### src/rtl/direction_cone_pair_filter_top_assert.svh
`ifndef DIRECTION_CONE_PAIR_FILTER_TOP_ASSERT_SVH
`define DIRECTION_CONE_PAIR_FILTER_TOP_ASSERT_SVH

// same-cycle implication, clocked on clk, off during reset
`define DCPF_ASSERT_NOW(lbl, ante, cons, msg) \
  lbl: assert property (@(posedge clk) disable iff (!rst_n) (ante) |-> (cons)) else $error(msg);

// next-cycle implication
`define DCPF_ASSERT_NEXT(lbl, ante, cons, msg) \
  lbl: assert property (@(posedge clk) disable iff (!rst_n) (ante) |=> (cons)) else $error(msg);

`endif

### src/rtl/dcpf_pkg.sv
package dcpf_pkg;

  typedef enum logic [2:0] {
    REG_UNRESTRICTED = 3'd0,
    REG_HORIZ_DIR_X  = 3'd1,
    REG_HORIZ_DIR_Y  = 3'd2,
    REG_VERT_DIR_XY  = 3'd3,
    REG_VERT_DIR_Z   = 3'd4,
    REG_COS_TOL_H    = 3'd5,
    REG_COS_TOL_V    = 3'd6
  } cfg_reg_t;

  typedef struct packed {
    logic v_unr;
    logic h_unr;
    logic all_dir;
  } unr_flags_t;

endpackage

### src/rtl/dcpf_if.sv


interface dcpf_out_if #(parameter int COORD_WIDTH = 24);
  logic                 valid;
  logic                 ready;
  logic                 accepted;
  logic [COORD_WIDTH:0] distance;
  modport source (output valid, accepted, distance, input ready);
  modport sink (input valid, accepted, distance, output ready);
endinterface

### src/rtl/dcpf_cone.sv
module dcpf_cone import dcpf_pkg::*; #(
  parameter int DW = 25,
  parameter int KW = 16
) (
  input  logic                  clk,
  input  logic                  rst_n,
  input  logic                  in_valid,
  output logic                  in_ready,
  input  logic [DW-1:0]         nxy,
  input  logic [DW-1:0]         dist_in,
  input  logic signed [DW+KW:0] dot_h,
  input  logic signed [DW-1:0]  pz,
  input  logic                  sym,
  input  logic                  xy_zero,
  input  logic                  pz_zero,
  input  unr_flags_t            flags,
  input  logic signed [KW-1:0]  vdxy,
  input  logic signed [KW-1:0]  vdz,
  input  logic signed [KW-1:0]  cos_h,
  input  logic signed [KW-1:0]  cos_v,
  dcpf_out_if.source            out_ch
);

  localparam int PW = DW + KW + 1;

  logic [1:0] v_r;
  logic [1:0] en;

  logic signed [PW-1:0] thh_r, pvx_r, thv_r, pvz_r;
  logic signed [DW+KW:0] doth_r;
  logic [DW-1:0]        dist1_r;
  logic                 sym_r, xyz_r, pzz_r;

  logic                 acc_r;
  logic [DW-1:0]        dist2_r;

  logic signed [PW:0]   dot_v;
  logic signed [PW+1:0] qh, qv;
  logic                 rej_h, rej_v, pass_all, ok;

  assign en[1]    = !v_r[1] || out_ch.ready;
  assign en[0]    = !v_r[0] || en[1];
  assign in_ready = en[0];

  always_ff @(posedge clk) begin
    if (!rst_n) begin
      v_r <= '0;
    end else begin
      if (en[0]) v_r[0] <= in_valid;
      if (en[1]) v_r[1] <= v_r[0];
    end
  end

  always_ff @(posedge clk) begin
    if (en[0]) begin
      thh_r   <= PW'(cos_h) * PW'(signed'({1'b0, nxy}));
      pvx_r   <= PW'(vdxy) * PW'(signed'({1'b0, nxy}));
      thv_r   <= PW'(cos_v) * PW'(signed'({1'b0, dist_in}));
      pvz_r   <= PW'(vdz) * PW'(pz);
      doth_r  <= dot_h;
      dist1_r <= dist_in;
      sym_r   <= sym;
      xyz_r   <= xy_zero;
      pzz_r   <= pz_zero;
    end
  end

  always_comb begin
    dot_v = (PW+1)'(pvx_r) + (PW+1)'(pvz_r);
    qh    = (sym_r && doth_r < 0) ? -(PW+2)'(doth_r) : (PW+2)'(doth_r);
    qv    = (sym_r && dot_v < 0) ? -(PW+2)'(dot_v) : (PW+2)'(dot_v);
    rej_h = !flags.h_unr && !xyz_r && (qh < (PW+2)'(thh_r));
    rej_v = !flags.v_unr && !(xyz_r && pzz_r) && (qv < (PW+2)'(thv_r));
    pass_all = flags.all_dir || (flags.h_unr && flags.v_unr) ||
               (flags.h_unr && pzz_r) || (flags.v_unr && xyz_r);
    ok    = pass_all || !(rej_h || rej_v);
  end

  always_ff @(posedge clk) begin
    if (en[1]) begin
      acc_r   <= ok;
      dist2_r <= dist1_r;
    end
  end

  assign out_ch.valid    = v_r[1];
  assign out_ch.accepted = acc_r;
  assign out_ch.distance = dist2_r;

endmodule

### src/flat_wrapper.sv
// flat-port wrapper written by rule: the top's interface ports become plain ports
module dcpf_cone_flat import dcpf_pkg::*;
#(
  parameter int DW = 25,
  parameter int KW = 16
)
  (clk, rst_n, in_valid, in_ready, nxy, dist_in, dot_h, pz, sym, xy_zero, pz_zero, flags, vdxy, vdz, cos_h, cos_v, out_ch_valid, out_ch_accepted, out_ch_distance, out_ch_ready);
  dcpf_out_if out_ch_i ();
  input  logic clk;
  input  logic rst_n;
  input  logic in_valid;
  output logic in_ready;
  input  logic [DW-1:0] nxy;
  input  logic [DW-1:0] dist_in;
  input  logic signed [DW+KW:0] dot_h;
  input  logic signed [DW-1:0] pz;
  input  logic sym;
  input  logic xy_zero;
  input  logic pz_zero;
  input  unr_flags_t flags;
  input  logic signed [KW-1:0] vdxy;
  input  logic signed [KW-1:0] vdz;
  input  logic signed [KW-1:0] cos_h;
  input  logic signed [KW-1:0] cos_v;
  output wire logic [$bits(out_ch_i.valid)-1:0] out_ch_valid;
  output wire logic [$bits(out_ch_i.accepted)-1:0] out_ch_accepted;
  output wire logic [$bits(out_ch_i.distance)-1:0] out_ch_distance;
  input wire logic [$bits(out_ch_i.ready)-1:0] out_ch_ready;
  assign out_ch_valid = out_ch_i.valid;
  assign out_ch_accepted = out_ch_i.accepted;
  assign out_ch_distance = out_ch_i.distance;
  assign out_ch_i.ready = out_ch_ready;
  dcpf_cone #(.DW(DW), .KW(KW)) u_core (.clk(clk), .rst_n(rst_n), .in_valid(in_valid), .in_ready(in_ready), .nxy(nxy), .dist_in(dist_in), .dot_h(dot_h), .pz(pz), .sym(sym), .xy_zero(xy_zero), .pz_zero(pz_zero), .flags(flags), .vdxy(vdxy), .vdz(vdz), .cos_h(cos_h), .cos_v(cos_v), .out_ch(out_ch_i));
endmodule
### config.mk
export PLATFORM = sky130hd
export DESIGN_NAME = dcpf_cone_flat
export DESIGN_NICKNAME = d
export VERILOG_FILES = /design/src/rtl/direction_cone_pair_filter_top_assert.svh /design/src/rtl/dcpf_pkg.sv /design/src/rtl/dcpf_if.sv /design/src/rtl/dcpf_cone.sv /design/src/flat_wrapper.sv
export SDC_FILE = /design/constraint.sdc
export NUM_CORES = 2
export LEC_CHECK = 0
export ABC_AREA = 1
export BUFFER_PORTS_ARGS = -buffer_cell sky130_fd_sc_hd__buf_2
export CAP_MARGIN = 20
export CORE_UTILIZATION = 30
export DETAILED_ROUTE_END_ITERATION = 10
export GPL_TIMING_DRIVEN = 0
export SLEW_MARGIN = 20
export SYNTH_ARGS = -nofsm -noshare
export SYNTH_HDL_FRONTEND = slang
export SYNTH_SLANG_ARGS = --single-unit
### constraint.sdc
create_clock -name clk -period 11.3 [get_ports clk]
set_input_delay 0 -clock clk [delete_from_list [all_inputs] [get_ports clk]]
set_output_delay 0 -clock clk [all_outputs]
set_load 0.01 [all_outputs]
==> results.cfg <==
[setup_path]
crit_arrival_ns = 7.34
worstPathMaxFanout = 10
reg2reg_slack_ns = 5.56
reg2reg_to = u_core.out_ch.accepted
setup.worst_path.end_class = register
rr_startpoint = u_core.pvx_r[0]
crit_type = input port to register
critical_path.startpoint_type = input port
required_ns = 11.63
r2r_cells = 27

[layout]
drive_gt1_frac = 0.0346
utilization = 0.331
final_cell_mix = 2477 x inv_1, 2176 x nand2_1, 1349 x fa_1, 650 x ha_1, 322 x clkbuf_1
nets = 11200
n_fill_cell = 24800
final_common_cell = inv_1
area_growth_pct = 9.54

[synthesis]
synth-seq-area-share = 0.113
synth-seq-cells = 265
ys.warnings.count = 0
synth_ff_type = edfxtp_1
synth_area_per_cell_um2 = 8.08
synthMuxAreaShare = 0
async_reset_ff_frac = 0
synth_compound_gate_area_share = 0.0459
yosysTopAreaCell = fa_1
synth_top_family_by_area = adder cells
synthAdderAreaFrac = 0.499
yosysTopAreaCellShare = 0.384
yosys.area_share.simple = 0.160
synth-edff-count = 263
synthXorXnorAreaFrac = 0.0312
syn_inst = 8712
yosysUniqueCellTypes = 62
synthesis.area_mm2 = 0.0704
synth.net_count = 10900
netlist_top_cells_area = fa_1 38%, inv_1 13%, nand2_1 12%, ha_1 12%, edfxtp_1 11%

[sta]
max_slew_margin = 0.277
rsz0062_at_grt = false
finClkSkew_ns = 0.0366
fin_setup_tns_ns = 0
finalHoldViolations = 0
fin_crit_sh = 0.620
max_freq_mhz = 143
finalWorstSetupSlack_ns = 4.29
period_minus_slack_ns = 7.01
tightest_slew_ns = 1.08
setup_viol = 0
finalMaxSlewViolations = 0

[grt]
grt_pass1_vias = 56800
grt_pass1_wl_um = 322000
grt-ovfl-total = 0
gr-usage-all-layers = 0.175
grt_max_degree = 53
antenna_found_initial = 47

[hold_path]
hold_start = vdxy[0]
worstHoldPathType = input port to register
holdPathStages = 4
hold_end = u_core.pvx_r[1]

[clock_network]
cts_resized = 0
cts_buffers = 34
cts_buffer_depth = 3
clock_sinks = 265
clkTransAtPathRegs_ns = 0.06
root_buffer = clkbuf_16
cts_tree = yes
htreeDepth = 2
clock_latency_ns = 0.61

[placement]
io_buffers = 155
place_hpwl_um = 174000
routabilityCongestion = 0.924
pre_cts_slack_ns = 4.01

[floorplanning]
die_x_um = 486
die_area_mm2 = 0.236
coreArea_mm2 = 0.233
dieHeight_um = 486
start_util = 0.302
rows = 177
ios = 219

[detailed_routing]
drt_wl_total_um = 203000
dr_total_vias = 55100
drtIter0Drc = 4211
drt_pass1_iterations = 6
wire_per_inst_um = 16.7
antenna_left = 0
drc_errors = 0
via_per_inst = 4.53

[run_status]
status = complete, no violations

[job]
drv_cap = 0
-- registers in the layout, indices dropped and copies added, names as in the netlist --
register                count
u_core.v_r                  2
u_core.pvz_r               41
u_core.xyz_r                1
u_core.thv_r               42
u_core.pzz_r                1
u_core.sym_r                1
u_core.dist1_r             25
u_core.thh_r               42
u_core.out_ch.accepted      1
u_core.pvx_r               42
u_core.doth_r              42
u_core.out_ch.distance     25
-- cell families (layout without fill, tap and decap cells) --
family / count (synthesis) / count (layout)
compound gates: 569 / 569
fa+ha+maj: 1999 / 1999
buf+inv: 2813 / 3114
xor+xnor: 250 / 250
flops: 265 / 265
other cells: 0 / 17
simple gates: 2816 / 2816
-- routing by layer --
layer	vias up	global-route usage	share of wire
met1	27000	0.242	0.44
met2	1812	0.281	0.45
met4	36	0.0442	0.026
met5	-	0	0.0010
li1	26000	-	-
met3	278	0.0325	0.082
-- metrics by stage --
step | cells | instance area (µm²) | hold WS (ns)
after detailed placement | 12000 | 75200 | 0.178
after global placement | 12000 | 75100 | 0.176
after CTS | 12100 | 77000 | 0.0725
after global routing | 12200 | 77100 | 0.106
after floorplan | 8712 | 70400 | 0.0989
final | 12200 | 77100 | 0.106
-- worst max path at each step --
stage,start,end,slack [ns]
after CTS,cos_h[5],u_core.thh_r[32],4.63
after detailed placement,cos_h[5],u_core.thh_r[32],4.01
after global placement,u_core.v_r[0],u_core.pvz_r[36],-0.97
final,cos_h[5],u_core.thh_r[32],4.29
after global routing,cos_h[5],u_core.thh_r[32],4.12
after floorplan,u_core.v_r[1],u_core.dist1_r[0],3.12
-- area by class of cell --
cell class,instances,area [µm²],share of cell area
Clock inverter,19,125,0.00162
Clock buffer,43,906,0.0118
Tap cell,3132,3920,0.0508
Multi-Input combinational cell,5634,51900,0.673
Sequential cell,265,7940,0.103
Buffer,328,1250,0.0162
Timing Repair Buffer,239,1700,0.0221
Inverter,2485,9330,0.121
Antenna cell,17,42.5,0.000552
-- critical path, stage by stage --
cell,delay [ns]
clkbuf_1,0.71
clkbuf_1,0.62
nand2_1,0.16
fa_1,0.53
inv_1,0.05
fa_1,0.47
inv_1,0.05
fa_1,0.48
fa_1,0.60
inv_1,0.06
fa_1,0.48
inv_1,0.05
fa_1,0.48
inv_1,0.04
ha_1,0.34
a21oi_1,0.22
o21ai_0,0.19
inv_1,0.09
nand2_1,0.08
a21oi_1,0.49
o21ai_1,0.19
a21boi_0,0.37
o21ai_1,0.24
nand2_1,0.16
a21o_1,0.12
nand2_1,0.04
-- cells in the mapped netlist (3+ instances only) --
master and count:
inv_2 5, ha_1 650, inv_1 2477, o211ai_1 7
o221ai_1 14, nand2_1 2177, nor4_1 11, a21oi_1 280
o21ai_1 15, o21a_1 19, o21bai_1 8, a21boi_0 12
o31ai_1 8, clkinv_1 3, buf_1 8, xnor2_1 97
xor2_1 152, nand4_1 43, a21o_1 15, nand3b_1 6
nand3_2 6, nor3_1 43, o21ai_0 122, nand2_2 14
or2_2 49, a31oi_1 40, buf_2 4, a221oi_1 5
edfxtp_1 263, nor2_4 5, clkbuf_1 314, fa_1 1349
nor2_2 5, nand3_1 129, nor2_1 313, o2111ai_1 6
a211oi_1 7
-- timing repair --
action	CTS	global route
buffers inserted	0	0
hold buffers	79	0
hold endpoints to repair	90	0
Power is left out: the tool's default activity adds up to more than one toggle a clock period on the data nets, which glitch-free logic cannot reach.
